**config.mk**
```make
export PLATFORM = sky130hd
export DESIGN_NAME = ssh_packet_deframer
export DESIGN_NICKNAME = d
export VERILOG_FILES = /design/src/rtl/ssh_pd_pkg.sv /design/src/rtl/ssh_packet_deframer.sv /design/src/rtl/ssh_pd_core.sv
export SDC_FILE = /design/constraint.sdc
export NUM_CORES = 1
export LEC_CHECK = 0
export BUFFER_PORTS_ARGS = -buffer_cell sky130_fd_sc_hd__buf_2
export CAP_MARGIN = 30
export CORE_ASPECT_RATIO = 1.2
export CORE_MARGIN = 2
export CORE_UTILIZATION = 40
export DETAILED_ROUTE_END_ITERATION = 10
export GPL_ROUTABILITY_DRIVEN = 0
export PLACE_DENSITY = 0.62
export SLEW_MARGIN = 20
export SYNTH_ARGS = -nofsm -noshare
export SYNTH_HDL_FRONTEND = slang
export SYNTH_HIERARCHICAL = 1
export SYNTH_SLANG_ARGS = --single-unit
```
**constraint.sdc**
```tcl
create_clock -name clk_i -period 7.3 [get_ports clk_i]
set_input_delay 1.825 -clock clk_i [delete_from_list [all_inputs] [get_ports clk_i]]
set_output_delay 1.825 -clock clk_i [all_outputs]
set_load 0.005 [all_outputs]
```
**src/rtl/ssh_pd_pkg.sv**
```systemverilog
// ----------------------------------------------------------------------------
// ssh_pd_pkg
// Types and constants of the SSH packet deframer.
// ----------------------------------------------------------------------------
package ssh_pd_pkg;

  localparam int unsigned MaxLenW       = 25;
  localparam int unsigned CfgIdxW       = 2;
  localparam int unsigned SeqW          = 32;
  localparam logic [MaxLenW-1:0] MaxLenReset = 25'd19936;
  localparam logic [7:0] MsgIgnore      = 8'd2;
  localparam logic [7:0] MsgDebug       = 8'd4;

  localparam logic [CfgIdxW-1:0] CfgMaxLength    = 2'd0;
  localparam logic [CfgIdxW-1:0] CfgFilterEnable = 2'd1;

  localparam logic [1:0] KindPayload = 2'd0;
  localparam logic [1:0] KindBadLen  = 2'd1;
  localparam logic [1:0] KindBadPad  = 2'd2;
  localparam logic [1:0] KindEmpty   = 2'd3;

  typedef enum logic [2:0] {
    PhLen,
    PhPadLen,
    PhPayload,
    PhPadding,
    PhHalt
  } phase_e;

  typedef struct packed {
    logic            valid;
    logic [7:0]      out_byte;
    logic [1:0]      kind;
    logic            last_byte;
    logic [SeqW-1:0] packet_seq;
  } result_t;

endpackage

```
**src/rtl/ssh_packet_deframer.sv**
```systemverilog
// ----------------------------------------------------------------------------
// ssh_packet_deframer
// Plaintext SSH binary packet deframer: length and padding checks, payload
// extraction, sequence numbering and ignore/debug filtering.
// ----------------------------------------------------------------------------
// Usage:
//   rx channel (rx_valid_i/rx_ready_o, rx_byte_i) takes one received byte per
//   transfer. out channel (out_valid_o/out_ready_i) carries payload bytes,
//   error codes and empty-packet markers with the packet sequence number.
//   Padding and filtered packets produce no transfer.
//   A byte's result reaches the out channel through the input register,
//   then the result register. Throughput: one byte per cycle while the
//   receiver does not stall, with the deframing state machine between the
//   input register and the result register.
//   When the receiver stalls, the result register holds and the input
//   register fills; rx_ready_o drops only when both are occupied.
//   A length or padding error is reported once; the block then consumes and
//   drops every byte until reset.
//   Reset clears the sequence number, returns to length collection and loads
//   max_length = 19936 and filter_enable = 1. Write configuration while idle.
// ----------------------------------------------------------------------------
module ssh_packet_deframer (
  input  logic                            clk_i,
  input  logic                            rst_ni,
  input  logic                            cfg_we_i,
  input  logic [ssh_pd_pkg::CfgIdxW-1:0]  cfg_index_i,
  input  logic [ssh_pd_pkg::MaxLenW-1:0]  cfg_wdata_i,
  input  logic                            rx_valid_i,
  output logic                            rx_ready_o,
  input  logic [7:0]                      rx_byte_i,
  output logic                            out_valid_o,
  input  logic                            out_ready_i,
  output logic [7:0]                      out_byte_o,
  output logic [1:0]                      kind_o,
  output logic                            last_byte_o,
  output logic [ssh_pd_pkg::SeqW-1:0]     packet_seq_o
);

  logic [ssh_pd_pkg::MaxLenW-1:0] max_len_q;
  logic                           filt_q;
  logic                           in_valid_q;
  logic [7:0]                     in_byte_q;
  logic                           out_valid_q;
  ssh_pd_pkg::result_t            out_q;
  ssh_pd_pkg::result_t            res;
  logic                           advance;
  logic                           step;

  assign advance    = !out_valid_q || out_ready_i;
  assign rx_ready_o = !in_valid_q || advance;
  assign step       = in_valid_q && advance;

  always_ff @(posedge clk_i or negedge rst_ni) begin
    if (!rst_ni) begin
      max_len_q <= ssh_pd_pkg::MaxLenReset;
      filt_q    <= 1'b1;
    end else if (cfg_we_i) begin
      if (cfg_index_i == ssh_pd_pkg::CfgMaxLength) begin
        max_len_q <= cfg_wdata_i;
      end else if (cfg_index_i == ssh_pd_pkg::CfgFilterEnable) begin
        filt_q <= cfg_wdata_i[0];
      end
    end
  end

  always_ff @(posedge clk_i or negedge rst_ni) begin
    if (!rst_ni) begin
      in_valid_q <= 1'b0;
    end else if (rx_ready_o) begin
      in_valid_q <= rx_valid_i;
    end
  end

  always_ff @(posedge clk_i) begin
    if (rx_ready_o && rx_valid_i) begin
      in_byte_q <= rx_byte_i;
    end
  end

  ssh_pd_core u_core (
    .clk_i           (clk_i),
    .rst_ni          (rst_ni),
    .step_i          (step),
    .rx_byte_i       (in_byte_q),
    .max_length_i    (max_len_q),
    .filter_enable_i (filt_q),
    .res_o           (res)
  );

  always_ff @(posedge clk_i or negedge rst_ni) begin
    if (!rst_ni) begin
      out_valid_q <= 1'b0;
    end else if (advance) begin
      out_valid_q <= step && res.valid;
    end
  end

  always_ff @(posedge clk_i) begin
    if (advance && step && res.valid) begin
      out_q <= res;
    end
  end

  assign out_valid_o  = out_valid_q;
  assign out_byte_o   = out_q.out_byte;
  assign kind_o       = out_q.kind;
  assign last_byte_o  = out_q.last_byte;
  assign packet_seq_o = out_q.packet_seq;

endmodule

```
**src/rtl/ssh_pd_core.sv**
```systemverilog
// ----------------------------------------------------------------------------
// ssh_pd_core
// Deframing state machine: consumes one byte per step, produces at most one
// result for it.
// ----------------------------------------------------------------------------
module ssh_pd_core (
  input  logic                            clk_i,
  input  logic                            rst_ni,
  input  logic                            step_i,
  input  logic [7:0]                      rx_byte_i,
  input  logic [ssh_pd_pkg::MaxLenW-1:0]  max_length_i,
  input  logic                            filter_enable_i,
  output ssh_pd_pkg::result_t             res_o
);

  ssh_pd_pkg::phase_e phase_q, phase_d;
  logic [31:0]                     acc_q, acc_d;
  logic [1:0]                      len_cnt_q, len_cnt_d;
  logic [ssh_pd_pkg::MaxLenW-1:0]  rem_q, rem_d;
  logic [7:0]                      pad_q, pad_d;
  logic [ssh_pd_pkg::SeqW-1:0]     seq_q, seq_d;
  logic                            disc_q, disc_d;
  logic                            first_q, first_d;

  logic [ssh_pd_pkg::MaxLenW-1:0]  len;
  logic [ssh_pd_pkg::MaxLenW-1:0]  rem_new;
  logic [31:0]                     acc_shift;
  logic                            disc_now;

  assign len       = acc_q[ssh_pd_pkg::MaxLenW-1:0];
  assign rem_new   = len - {{(ssh_pd_pkg::MaxLenW-1){1'b0}}, 1'b1}
                     - {{(ssh_pd_pkg::MaxLenW-8){1'b0}}, rx_byte_i};
  assign acc_shift = {acc_q[23:0], rx_byte_i};
  assign disc_now  = first_q ? (filter_enable_i && (rx_byte_i == ssh_pd_pkg::MsgIgnore ||
                                                    rx_byte_i == ssh_pd_pkg::MsgDebug))
                             : disc_q;

  always_comb begin
    phase_d   = phase_q;
    acc_d     = acc_q;
    len_cnt_d = len_cnt_q;
    rem_d     = rem_q;
    pad_d     = pad_q;
    seq_d     = seq_q;
    disc_d    = disc_q;
    first_d   = first_q;
    res_o            = '0;
    res_o.packet_seq = seq_q;
    if (step_i) begin
      unique case (phase_q)
        ssh_pd_pkg::PhLen: begin
          acc_d     = acc_shift;
          len_cnt_d = len_cnt_q + 2'd1;
          if (len_cnt_q == 2'd3) begin
            if (acc_shift == 32'd0 ||
                acc_shift > {{(32-ssh_pd_pkg::MaxLenW){1'b0}}, max_length_i}) begin
              phase_d    = ssh_pd_pkg::PhHalt;
              res_o.valid = 1'b1;
              res_o.kind  = ssh_pd_pkg::KindBadLen;
            end else begin
              phase_d = ssh_pd_pkg::PhPadLen;
            end
          end
        end
        ssh_pd_pkg::PhPadLen: begin
          if ({{(ssh_pd_pkg::MaxLenW-8){1'b0}}, rx_byte_i} >= len) begin
            phase_d     = ssh_pd_pkg::PhHalt;
            res_o.valid = 1'b1;
            res_o.kind  = ssh_pd_pkg::KindBadPad;
          end else begin
            pad_d   = rx_byte_i;
            rem_d   = rem_new;
            disc_d  = 1'b0;
            first_d = 1'b1;
            if (rem_new == '0) begin
              res_o.valid     = 1'b1;
              res_o.kind      = ssh_pd_pkg::KindEmpty;
              res_o.last_byte = 1'b1;
              if (rx_byte_i == 8'd0) begin
                phase_d   = ssh_pd_pkg::PhLen;
                seq_d     = seq_q + 32'd1;
                acc_d     = '0;
                len_cnt_d = '0;
              end else begin
                phase_d = ssh_pd_pkg::PhPadding;
              end
            end else begin
              phase_d = ssh_pd_pkg::PhPayload;
            end
          end
        end
        ssh_pd_pkg::PhPayload: begin
          disc_d  = disc_now;
          first_d = 1'b0;
          rem_d   = rem_q - {{(ssh_pd_pkg::MaxLenW-1){1'b0}}, 1'b1};
          if (!disc_now) begin
            res_o.valid     = 1'b1;
            res_o.out_byte  = rx_byte_i;
            res_o.kind      = ssh_pd_pkg::KindPayload;
            res_o.last_byte = (rem_q == {{(ssh_pd_pkg::MaxLenW-1){1'b0}}, 1'b1});
          end
          if (rem_q == {{(ssh_pd_pkg::MaxLenW-1){1'b0}}, 1'b1}) begin
            if (pad_q == 8'd0) begin
              phase_d   = ssh_pd_pkg::PhLen;
              seq_d     = seq_q + 32'd1;
              acc_d     = '0;
              len_cnt_d = '0;
            end else begin
              phase_d = ssh_pd_pkg::PhPadding;
            end
          end
        end
        ssh_pd_pkg::PhPadding: begin
          pad_d = pad_q - 8'd1;
          if (pad_q == 8'd1) begin
            phase_d   = ssh_pd_pkg::PhLen;
            seq_d     = seq_q + 32'd1;
            acc_d     = '0;
            len_cnt_d = '0;
          end
        end
        ssh_pd_pkg::PhHalt: begin
          phase_d = ssh_pd_pkg::PhHalt;
        end
        default: begin
          phase_d = ssh_pd_pkg::PhHalt;
        end
      endcase
    end
  end

  always_ff @(posedge clk_i or negedge rst_ni) begin
    if (!rst_ni) begin
      phase_q   <= ssh_pd_pkg::PhLen;
      acc_q     <= '0;
      len_cnt_q <= '0;
      rem_q     <= '0;
      pad_q     <= '0;
      seq_q     <= '0;
      disc_q    <= 1'b0;
      first_q   <= 1'b0;
    end else begin
      phase_q   <= phase_d;
      acc_q     <= acc_d;
      len_cnt_q <= len_cnt_d;
      rem_q     <= rem_d;
      pad_q     <= pad_d;
      seq_q     <= seq_d;
      disc_q    <= disc_d;
      first_q   <= first_d;
    end
  end

endmodule

```
# Word level (Yosys, flattened, before mapping)
# Cells that the tools add are included.
# op_classes
eq_ne,16
reduce_logical,30
mux,54
n_lt_le_gt_ge,2
n_addsub,6
n_bitwise,3
# op_table
operator,n
2-to-1 mux 32 bit,6
2-to-1 mux 25 bit,7
one-hot mux 25 bit (4 select lines),1
one-hot mux 32 bit (3 select lines),1
one-hot mux 25 bit (2 select lines),1
"subtractor 25 x 1 -> 25 bit, second input constant",2
"adder 32 x 1 -> 32 bit, second input constant",1
> comparator 32 x 25 -> 1 bit,1
logical NOT 32 bit,1
"equality test 25 x 1 -> 1 bit, second input constant",1
>= comparator 8 x 25 -> 1 bit,1
logical NOT 25 bit,1
subtractor 25 x 8 -> 25 bit,1
2-to-1 mux 12 bit,2
2-to-1 mux 3 bit,7
2-to-1 mux 2 bit,10
logical NOT 8 bit,2
2-to-1 mux 8 bit,2
one-hot mux 8 bit (2 select lines),1
AND reduction 8 bit,2
"!= test 2 x 1 -> 1 bit, second input constant",6
one-hot mux 3 bit (4 select lines),1
2-to-1 mux 1 bit,9
AND reduction 3 bit,3
26 further kinds,41
# totals
ff_bits,176
input_bits,40
wordCells,128
out_inout_bits,45

# Depth between registers and ports, before layout
# Gate-level depths: netlist of the first run.
# logic_depth
ltp_word,8
depth_mapped,15
mapped_depth_nobuf,15

# Hierarchy
# The synthesis of the first run kept the hierarchy.
# by_module_without_submodules
module,cells_per_inst,area_each_um2,n_inst,seq_area_each_um2
ssh_pd_core,844,7224.4,1,2427.3
ssh_packet_deframer,117,2630.0,1,2242.2

# Worst setup path after synthesis of the first run
# OpenSTA, ideal clock, no wires.
# synth_timing
path_kind,reg2reg
startpoint,reg in_byte_q[0]
endpoint,"reg out_q, in the netlist kind_o[0], enable pin"
setup_ps,449
path_buffers,0
synth_period_minus_slack_ps,5376
arrival_time_ps,4927
path_stages_with_launch,15
required_time_ps,6851
slack_ps,1924
path_cell_list,edfxtp_1 inv_1 ha_1 inv_1 fa_1 nand2b_1 a21oi_2 o21ai_1 a221oi_1 nand2_1 nor4_1 o21ai_0 a221oi_1 nand2_1 nor2b_1
# synth_rtl
element,line,text
from (decl),ssh_packet_deframer.sv:42,logic [7:0] in_byte_q;
from (signal assigned),ssh_packet_deframer.sv:76,in_byte_q <= rx_byte_i;
to (signal assigned),ssh_packet_deframer.sv:100,out_q <= res;
to (decl),ssh_packet_deframer.sv:44,ssh_pd_pkg::result_t out_q;

==> flow_summary.toml, run 1 <==
[critical_path]
slowest_stage = "nor4_1"
crit_path_start_kind = "flop"
end_kind = "flop"
crit_path_max_fanout = 30
crit_required_ns = 7.43
reg2reg_from = "in_byte_q[0]"
r2r-end = "packet_seq_o[15]"
reg2regPathDepth = 16
crit_arrival_ns = 4.98
critPathMaxStageDelay_ns = 0.51
cp_cell_sequence = "inv_1 > ha_1 > inv_1 > fa_1 > nand2b_1 > a21oi_2 > o21ai_0 > a211oi_1 > and2_1 > nand3b_1 > nor4_1 > o21ai_0 > a221oi_1 > nand2_1 > nor2b_4 > buf_12"
critical_path_class = "reg -> reg"
path_delay_family = "simple AND/OR/NAND/NOR gates"
path_buf_inv = 3
rrSetupSlack_ns = 2.45

[timing]
rsz0062_at_grt = "no"
slew_violations = 0
tns_ns = 0
fin_skew_ns = 0.01432
hold_violations = 0
fmax_mhz = 206.1
period_share_pct = 66.48
slew_headroom_pct = 41.00
post-route-min-period_ns = 4.853
max_slew.worst_pin.slew_ns = 0.8850
finalSetupViolations = 0

[routing]
initialDrtViolationCount = 565
dr_wl_met2_um = 11270
post-route-drc-count = 0
wl_per_cell_um = 16.98
wl_met3_um = 1075
vias_per_cell = 5.508
ant_nets = 0
met1_length_um = 9967
via_count = 7530
drt_wl_total_um = 23210
highest_layer = "met4"
dr.pass1.iters = 6

[power]
p_per_area_nw_per_um2 = 355.9
p_leak_uw = 0.004791
ir_drop_v = 0.0001904

[final_layout]
final_cell_mix = "dfrtp_1, buf_2, inv_1, nor2_1, a21oi_1"
fillers = 2321
utilization_pct = 46.53
drive_above_1_share_pct = 21.20
insertedDiodeCount = 0
fin_nets = 1122
area_growth_pct = 13.55
final_common_cell = "dfrtp_1"

[hold_path]
hold_path_end = "packet_seq_o[18]"
hold_class = "reg -> reg"
min_from = "u_core/seq_q[18]"
min_path_cells = 0

[floorplanning]
die-height_um = 175.9
ioPinCount = 85
core_region_area_um2 = 24050
dieWidth_um = 147.3
fp.dieArea_um2 = 25910
rows = 62
initial_core_util_pct = 40.98

[global_routing]
grt_pass1_vias = 7238
grt_max_degree = 67
antenna_found_initial = 0
grt_pass1_wl_um = 37850
grtUsageTotal_pct = 18.36
overflow = 0

[yosys]
syn_avg_cell_area_um2 = 10.25
synth-edff-count = 51
synth.distinct_cells = 80
syn_nets = 1049
syn_area_um2 = 9854
synth-main-ff-cell = "dfrtp_1"
synth.ff_latch_count = 176
ys_seq_area_share_pct = 47.38
syn_inst = 961
yosys_warnings = 6
postSynth.asyncResetShare_pct = 71.02

[clock_tree]
cts_root_buffer = "clkbuf_16"
clock_sinks = 176
clk_pin_slew_ns = 0.08
cts_tree = "built"
cts_setup_buffers = 0
clock_latency_ns = 0.44
cts.repair.resized = 0
cts_hold_buf = 0
ctsHtreeMaxLevel = 4
clockBufferDepth = 2
numCtsBuffers = 17

[status]
outcome = "complete, no violations"

[place]
dp_hpwl_um = 16700
io_buffers = 84

[flow_run]
cap_violations = 0
-- area by class of cell --
class	count	area [µm²]	share of cell area, %
sequential	176	4669	41.73
tap	320	400.4	3.578
clock inverter	15	214.0	1.912
clock buffer	17	425.4	3.802
timing repair buffer	91	515.5	4.607
inverter	78	292.8	2.617
multi-input combinational	670	4672	41.75
-- worst max path at each step --
stage / startpoint / end / cells after the start
after floorplan: in_byte_q[0] / kind_o[0] / 14
after global placement: in_byte_q[0] / packet_seq_o[14] / 15
after detailed placement: in_byte_q[0] / packet_seq_o[15] / 15
after CTS: in_byte_q[0] / packet_seq_o[15] / 15
after global routing: in_byte_q[0] / packet_seq_o[15] / 15
final: in_byte_q[0] / packet_seq_o[15] / 16
-- synthesized netlist by cell type, types with 11 or more instances --
master    instances  area [µm²]
dfrtp_1         117        2928
inv_1            78       292.8
nor2_1           63       236.5
a21oi_1          58       290.3
o21ai_0          54       270.3
nand2_1          52       195.2
edfxtp_1         51        1531
ha_1             47       588.1
nor3_1           39       195.2
nand3_1          36       180.2
xnor2_1          32       280.3
mux2_2           27       304.0
clkbuf_1         23       86.33
nand4_1          22       137.6
nor4_1           21       131.4
o21ai_2          21       183.9
a21o_1           18       135.1
nand3_2          18       180.2
xor2_1           17       148.9
nand2b_1         14       87.58
and3_1           11       68.82
-- where the power goes --
| part | switching [µW] | leakage [µW] | total, µW | internal [µW] |
|---|---|---|---|---|
| sequential | 292 | 0.00205 | 1530 | 1230 |
| clock | 489 | 0.000308 | 971 | 482 |
| combinational | 900 | 0.00243 | 1480 | 585 |
-- stage by stage --
stage	hold WS (ns)	instances	setup WS (ns)	power [µW]	instance area, µm²
2_1_floorplan	0.4249	961	1.924	2626	9854
3_3_place_gp	0.4358	1331	2.332	2968	10480
3_5_place_dp	0.4470	1333	2.512	3000	10510
4_1_cts	0.4657	1365	2.484	3986	11150
5_1_grt	0.4811	1367	2.110	4247	11190
6_report	0.4580	1367	2.447	3982	11190
-- logic make-up (layout without fill, tap and decap cells) --
logic type	Yosys count	in the layout	synth area share, %
AO/OA/AOI/OAI	216	216	14.53
multiplexers	29	29	3.301
adder cells (fa/ha/maj)	48	48	6.171
flip-flops	176	176	47.38
AND/OR/NAND/NOR	328	328	18.92
buffers and inverters	115	201	5.345
XOR/XNOR	49	49	4.355
-- routing by layer --
layer / GRT usage [%] / vias up
met5: 0 / -
met2: 30.14 / 262
li1: - / 3628
met4: 9.255 / 0
met1: 23.67 / 3589
met3: 2.868 / 51
-- sequential cells by signal, indices dropped and copies added (netlist names) --
name / flops
out_valid_o: 1
out_byte_o: 8
u_core/acc_q: 25
in_valid_q: 1
max_len_q: 25
u_core/phase_q: 3
u_core/len_cnt_q: 2
kind_o: 2
in_byte_q: 8
u_core/rem_q: 25
u_core/seq_q: 32
filt_q: 1
u_core/first_q: 1
last_byte_o: 1
u_core/disc_q: 1
packet_seq_o: 32
u_core/pad_q: 8
Power figures use the tool's default switching activity.
==> run 2: changes to the inputs <==
--- a/config.mk
+++ b/config.mk
@@ -5,6 +5,7 @@
 export SDC_FILE = /design/constraint.sdc
 export NUM_CORES = 1
 export LEC_CHECK = 0
+export ABC_AREA = 1
 export BUFFER_PORTS_ARGS = -buffer_cell sky130_fd_sc_hd__buf_2
 export CAP_MARGIN = 30
 export CORE_ASPECT_RATIO = 1.2
@@ -12,7 +13,7 @@
 export CORE_UTILIZATION = 40
 export DETAILED_ROUTE_END_ITERATION = 10
 export GPL_ROUTABILITY_DRIVEN = 0
-export PLACE_DENSITY = 0.62
+export PLACE_DENSITY = 0.64
 export SLEW_MARGIN = 20
 export SYNTH_ARGS = -nofsm -noshare
 export SYNTH_HDL_FRONTEND = slang
==> constraint.sdc (replaced) <==
create_clock -name clk_i -period 3.97 [get_ports clk_i]
set_input_delay 0.9925 -clock clk_i [delete_from_list [all_inputs] [get_ports clk_i]]
set_output_delay 0.9925 -clock clk_i [all_outputs]
set_load 0.005 [all_outputs]
==> run 2 against run 1 <==
Critical path depth grew 2. Global-route usage grew 3.5 points. Maximum frequency grew 37%. Cell count grew 44%. Power shrank 1.9%. Worst hold slack gained 0.0072 ns. Clock power grew 73%. Sequential share of layout area shrank 4.7 points. Via count grew 36%. Routed wire length grew 33%. Largest power group unchanged.
==> flow_summary.toml, run 2 <==
[routing]
wl_per_cell_um = 15.66
post-route-drc-count = 0
dr.pass1.iters = 5
via_count = 10280
initialDrtViolationCount = 835
vias_per_cell = 5.209
drt_wl_total_um = 30900
ant_nets = 0

[clock_tree]
clock_latency_ns = 0.45
cts_root_buffer = "clkbuf_16"
cts_setup_buffers = 0
clock_sinks = 176
clk_pin_slew_ns = 0.07
cts_hold_buf = 0
numCtsBuffers = 17
clockBufferDepth = 2
cts.repair.resized = 0
ctsHtreeMaxLevel = 4
cts_tree = "built"

[power]
p_leak_uw = 0.006340
p_per_area_nw_per_um2 = 309.6
p_comb_share_pct = 7.2
pwr-share-clk_pct = 43.0
ir_drop_v = 0.0002696
switchingPower_uw = 1048
intPower_uw = 2860
p_sw_share_pct = 26.82
seqPwrFrac_pct = 49.7

[critical_path]
crit_path_max_fanout = 31
critPathMaxStageDelay_ns = 0.45
crit_required_ns = 4.09
path_delay_family = "simple AND/OR/NAND/NOR gates"
worst_path_most_repeated_cell = "nand2_1"
slowest_stage = "edfxtp_1"
cp_cell_sequence = "inv_1 > ha_1 > nand2_1 > nand2_2 > nor3b_4 > nand2_1 > nor2_1 > nand2_1 > nand2_1 > nand3_1 > nor2_1 > nand3_1 > nand3_1 > nand2_1 > inv_1 > inv_1 > nor3_4 > clkbuf_8"
crit_path_start_kind = "flop"
path_buf_inv = 4
end_kind = "flop"
crit_arrival_ns = 3.68
critical_path_class = "reg -> reg"

[final_layout]
drive_above_1_share_pct = 11.36
multi_input_area_um2 = 5639
final_common_cell = "nand2_1"
fillers = 2813
fin_nets = 1669
insertedDiodeCount = 0
final_cell_mix = "nand2_1, inv_1, nor2_1, dfrtp_1, nand3_1"
utilization_pct = 45.50
ff_latch_area_um2 = 4669
area_growth_pct = 12.81
design_area_um2 = 12620

[global_routing]
grt_use_met2_pct = 35.94
grt_max_degree = 53
overflow = 0
grt_util_met1_pct = 29.33
grt_pass1_vias = 10030
grt_pass1_wl_um = 51210
antenna_found_initial = 0
grtUsageTotal_pct = 21.87
grtUsageMet3_pct = 3.475
top_usage_layer = "met2"

[timing]
hold_violations = 0
period_share_pct = 89.54
finalSetupViolations = 0
tns_ns = 0
post-route-min-period_ns = 3.555
fin_skew_ns = 0.01511
max_slew.worst_pin.slew_ns = 0.7460
slew_headroom_pct = 50.27
slew_violations = 0
fmax_mhz = 281.3
rsz0062_at_grt = "no"

[yosys]
synth.ff_latch_count = 176
yosys_warnings = 6
ys_seq_area_share_pct = 41.73
syn_area_um2 = 11190
postSynth.asyncResetShare_pct = 71.02
yosysMostFrequentCell = "nand2_1"
synth.distinct_cells = 45
synth_top_cell_area_share_pct = 26.16
syn_nets = 1590
syn_avg_cell_area_um2 = 7.451
yosys.area.top_type = "dfrtp_1"
synth.top_cells.by_count = "nand2_1, inv_1, nor2_1"
syn_inst = 1502
synth-edff-count = 51
synth_area_leaders = "dfrtp_1, nand2_1, edfxtp_1"
synth-main-ff-cell = "dfrtp_1"

[floorplanning]
initial_core_util_pct = 40.33
rows = 67
die-height_um = 187.2
dieWidth_um = 156.7
core_region_area_um2 = 27750
ioPinCount = 85
fp.dieArea_um2 = 29340

[place]
io_buffers = 84
dpl_cell_area_um2 = 12020
dp_hpwl_um = 23060

[flow_run]
cap_violations = 0

[status]
outcome = "complete, no violations"

[hold_path]
hold_class = "reg -> reg"
==> run 2: cell count changes after synthesis, sizes merged, moves of 18 or more <==
cell,previous run,this run
nand2,52,470
nor2,63,174
inv,78,171
nand4,22,87
nand3,54,94
mux2,28,0
xnor2,32,13
a21o,18,0
==> run 2: cell type report <==
cell class | instances | share of cell area, %
clock inverters | 15 | 1.328
well taps | 379 | 3.756
inverters | 172 | 5.114
repair buffers | 105 | 4.777
multi-input cells | 1109 | 44.67
clock buffers | 17 | 3.370
flip-flops and latches | 176 | 36.99
==> run 2: cell families after synthesis <==
logic type	synth area share [%]
and+or+nand+nor	34.70
adders and majority gates	5.434
DFF	41.73
AOI/OAI and AO/OA	6.798
buffers and inverters	8.128
xor gates and xnor gates	3.209
==> run 2: worst reg2reg max path, stage by stage (launching register included) <==
cell and delay (ns):
edfxtp_1 0.45, inv_1 0.20, ha_1 0.37, nand2_1 0.14, nand2_2 0.10, nor3b_4 0.30, nand2_1 0.15, nor2_1 0.11
nand2_1 0.07, nand2_1 0.09, nand3_1 0.12, nor2_1 0.21, nand3_1 0.11, nand3_1 0.13, nand2_1 0.06, inv_1 0.06
inv_1 0.07, nor3_4 0.18, clkbuf_8 0.31
==> run 2: metal layers <==
metal | up-vias | wire length [µm]
li1 | 5104 | -
met1 | 4807 | 13770
met3 | 42 | 1589
met4 | 0 | 703
met2 | 325 | 14830
met5 | - | 0
==> run 2: power groups by stage <==
| stage | Combinational (µW) | Sequential, µW | Clock (µW) |
|---|---|---|---|
| final | 283 | 1940 | 1680 |
| after global routing | 326 | 1950 | 1790 |
| after CTS | 286 | 1940 | 1730 |
| after detailed placement | 284 | 1980 | 0 |
| after global placement | 276 | 1980 | 0 |
| after floorplan | 182 | 1970 | 0 |
==> run 2: worst paths after layout <==
path                                from                to  cells after the start  slack [ns]
setup / recovery            in_byte_q[7]  packet_seq_o[30]                     18        0.42
hold / removal             max_len_q[10]     max_len_q[10]                      2        0.47
setup reg to reg            in_byte_q[7]  packet_seq_o[30]                     18        0.42
hold reg to reg            max_len_q[10]     max_len_q[10]                      2        0.47
max in group asynchronous         rst_ni     max_len_q[10]                      2        2.55
min in group asynchronous         rst_ni    u_core/first_q                      1        0.61
==> run 2: through the flow <==
step	hold slack (ns)	worst slack, ns	total power (µW)	cells
after global placement	0.4534	0.4545	2254	1941
after floorplan	0.4419	0.1266	2153	1502
after detailed placement	0.4562	0.3618	2263	1941
after CTS	0.4668	0.3343	3960	1973
after global routing	0.4773	0.02165	4068	1973
final	0.4653	0.4152	3908	1973
==> run 3: changes to the inputs <==
--- a/config.mk
+++ b/config.mk
@@ -8,7 +8,7 @@
 export ABC_AREA = 1
 export BUFFER_PORTS_ARGS = -buffer_cell sky130_fd_sc_hd__buf_2
 export CAP_MARGIN = 30
-export CORE_ASPECT_RATIO = 1.2
+export CORE_ASPECT_RATIO = 1.25
 export CORE_MARGIN = 2
 export CORE_UTILIZATION = 40
 export DETAILED_ROUTE_END_ITERATION = 10
==> constraint.sdc (replaced) <==
create_clock -name clk_i -period 3.97 [get_ports clk_i]
set_input_delay 0.9925 -clock clk_i [delete_from_list [all_inputs] [get_ports clk_i]]
set_output_delay 0.9925 -clock clk_i [all_outputs]
set_load 0.1 [all_outputs]
==> run 3 against run 2 <==
Via count rose by 1.4%. Critical path depth rose by 4. Die area barely moved. Combinational power rose by 2%. Worst setup slack got worse by 0.052 ns. Critical endpoint is now packet_seq_o[19]. Largest power group unchanged.
==> flow_summary.toml, run 3 (synthesized netlist as in run 2, its figures left out) <==
[status]
outcome = "complete, no violations"

[clock_tree]
cts_root_buffer = "clkbuf_16"
clk_pin_slew_ns = 0.07
clock_sinks = 176
clockBufferDepth = 2
numCtsBuffers = 17
ctsHtreeMaxLevel = 4
clock_latency_ns = 0.44
cts_tree = "built"

[routing]
via_count = 10420
wl_per_cell_um = 15.95
drt_wl_total_um = 30990
vias_per_cell = 5.362
ant_nets = 0
dr.pass1.iters = 9
initialDrtViolationCount = 778
post-route-drc-count = 0

[critical_path]
path_buf_inv = 6
reg2reg_from = "in_byte_q[0]"
crit_path_max_fanout = 35
critical_path_class = "reg -> reg"
reg2regPathDepth = 22
path_delay_family = "simple AND/OR/NAND/NOR gates"
critPathMaxStageDelay_ns = 0.42
crit_path_start_kind = "flop"
r2r-end = "packet_seq_o[19]"
cp_cell_sequence = "inv_2 > ha_1 > inv_1 > fa_1 > inv_1 > nand3_1 > nand2_1 > nand2_1 > nand3_1 > nand2_1 > nand2_1 > nand2_1 > nor2_1 > nand2_1 > nor2_1 > nand3_1 > nand3_1 > nand2_1 > inv_1 > inv_1 > nor3_4 > buf_12"
crit_required_ns = 4.11
crit_arrival_ns = 3.74
end_kind = "flop"
worst_path_most_repeated_cell = "nand2_1"
rrSetupSlack_ns = 0.36
slowest_stage = "edfxtp_1"

[timing]
post-route-min-period_ns = 3.607
hold_violations = 0
max_slew.worst_pin.slew_ns = 0.8155
rsz0062_at_grt = "no"
fin_skew_ns = 0.01180
slew_headroom_pct = 45.57
slew_violations = 0
tns_ns = 0
fin_ws_ns = 0.3631
finalSetupViolations = 0
fmax_mhz = 277.3
period_share_pct = 90.85

[global_routing]
top_usage_layer = "met2"
grtUsageMet3_pct = 3.219
grt_max_degree = 58
grtUsageTotal_pct = 21.58
antenna_found_initial = 1
overflow = 0
grt_pass1_vias = 10230
grt_use_met2_pct = 37.23
grt_pass1_wl_um = 51250
grt_util_met1_pct = 27.35

[hold_path]
min_from = "max_len_q[11]"
hold_class = "reg -> reg"
min_path_cells = 2
hold_path_end = "max_len_q[11]"

[floorplanning]
initial_core_util_pct = 40.60
die-height_um = 191.0
core_region_area_um2 = 27570
fp.dieArea_um2 = 29340
rows = 68
dieWidth_um = 153.6
ioPinCount = 85

[final_layout]
drive_above_1_share_pct = 11.17
utilization_pct = 45.68
finalNonFillerCells = 1943
final_common_cell = "nand2_1"
fin_nets = 1668
area_growth_pct = 12.53
insertedDiodeCount = 0
final_cell_mix = "nand2_1, inv_1, nor2_1, dfrtp_1, nand3_1"
fillers = 2810

[place]
dp_slack_ns = 0.3787
dp_hpwl_um = 22840
io_buffers = 84
dp_cells = 1911

[power]
p_per_area_nw_per_um2 = 316.9
ir_drop_v = 0.0003054
p_leak_uw = 0.006332

[flow_run]
cap_violations = 0
run 3: per-stage QoR:
stage / total power [µW] / instance area [µm²] / hold WS [ns]
final: 3990 / 12590 / 0.4626
after global routing: 4142 / 12590 / 0.4849
after CTS: 4026 / 12590 / 0.4651
after detailed placement: 2269 / 11990 / 0.4562
after global placement: 2259 / 11990 / 0.4537
after floorplan: 2153 / 11200 / 0.4419
run 3: worst max-delay path by stage:
stage | startpoint | endpoint | slack (ns) | depth (start not counted)
floorplan | in_byte_q[0] | kind_o[0] | 0.13 | 21
global route | in_byte_q[0] | packet_seq_o[31] | 0.04 | 22
detailed placement | in_byte_q[0] | packet_seq_o[16] | 0.38 | 22
CTS | in_byte_q[0] | packet_seq_o[24] | 0.36 | 22
finish | in_byte_q[0] | packet_seq_o[19] | 0.36 | 22
global placement | in_byte_q[0] | packet_seq_o[16] | 0.47 | 22
run 3: power by group:
group	switching (µW)	internal (µW)
registers	27.5	1910
logic	191	98.2
clock network	762	997
total	980	3010
run 3: repair_timing:
| item | 4_1_cts | 5_1_grt |
|---|---|---|
| hold buffers | 0 | 0 |
| resized for setup | 0 | 1 |
| buffers inserted | 0 | 0 |
| setup endpoints to repair | 0 | 35 |
run 3: metal layers:
layer  share of wire (%)  vias up
li1                    -     5108
met1                  43     4919
met2                  49      329
met3                 5.0       63
met4                 2.7        0
met5                   0        -
run 3: layout make-up:
class,count,area (µm²),area share [%]
multi-input combinational,1109,5637,44.76
inverter,172,645.6,5.127
sequential,176,4669,37.08
clock buffer,17,425.4,3.378
timing repair buffer,104,598.1,4.749
tap,350,437.9,3.477
clock inverter,15,180.2,1.431
run 3: worst register-to-register path, stage by stage (launching register included):
cell      delay, ns
edfxtp_1       0.42
inv_2          0.15
ha_1           0.19
inv_1          0.08
fa_1           0.39
inv_1          0.14
nand3_1        0.11
nand2_1        0.11
nand2_1        0.13
nand3_1        0.14
nand2_1        0.06
nand2_1        0.06
nand2_1        0.05
nor2_1         0.11
nand2_1        0.06
nor2_1         0.18
nand3_1        0.11
nand3_1        0.14
nand2_1        0.06
inv_1          0.05
inv_1          0.06
nor3_4         0.22
buf_12         0.25
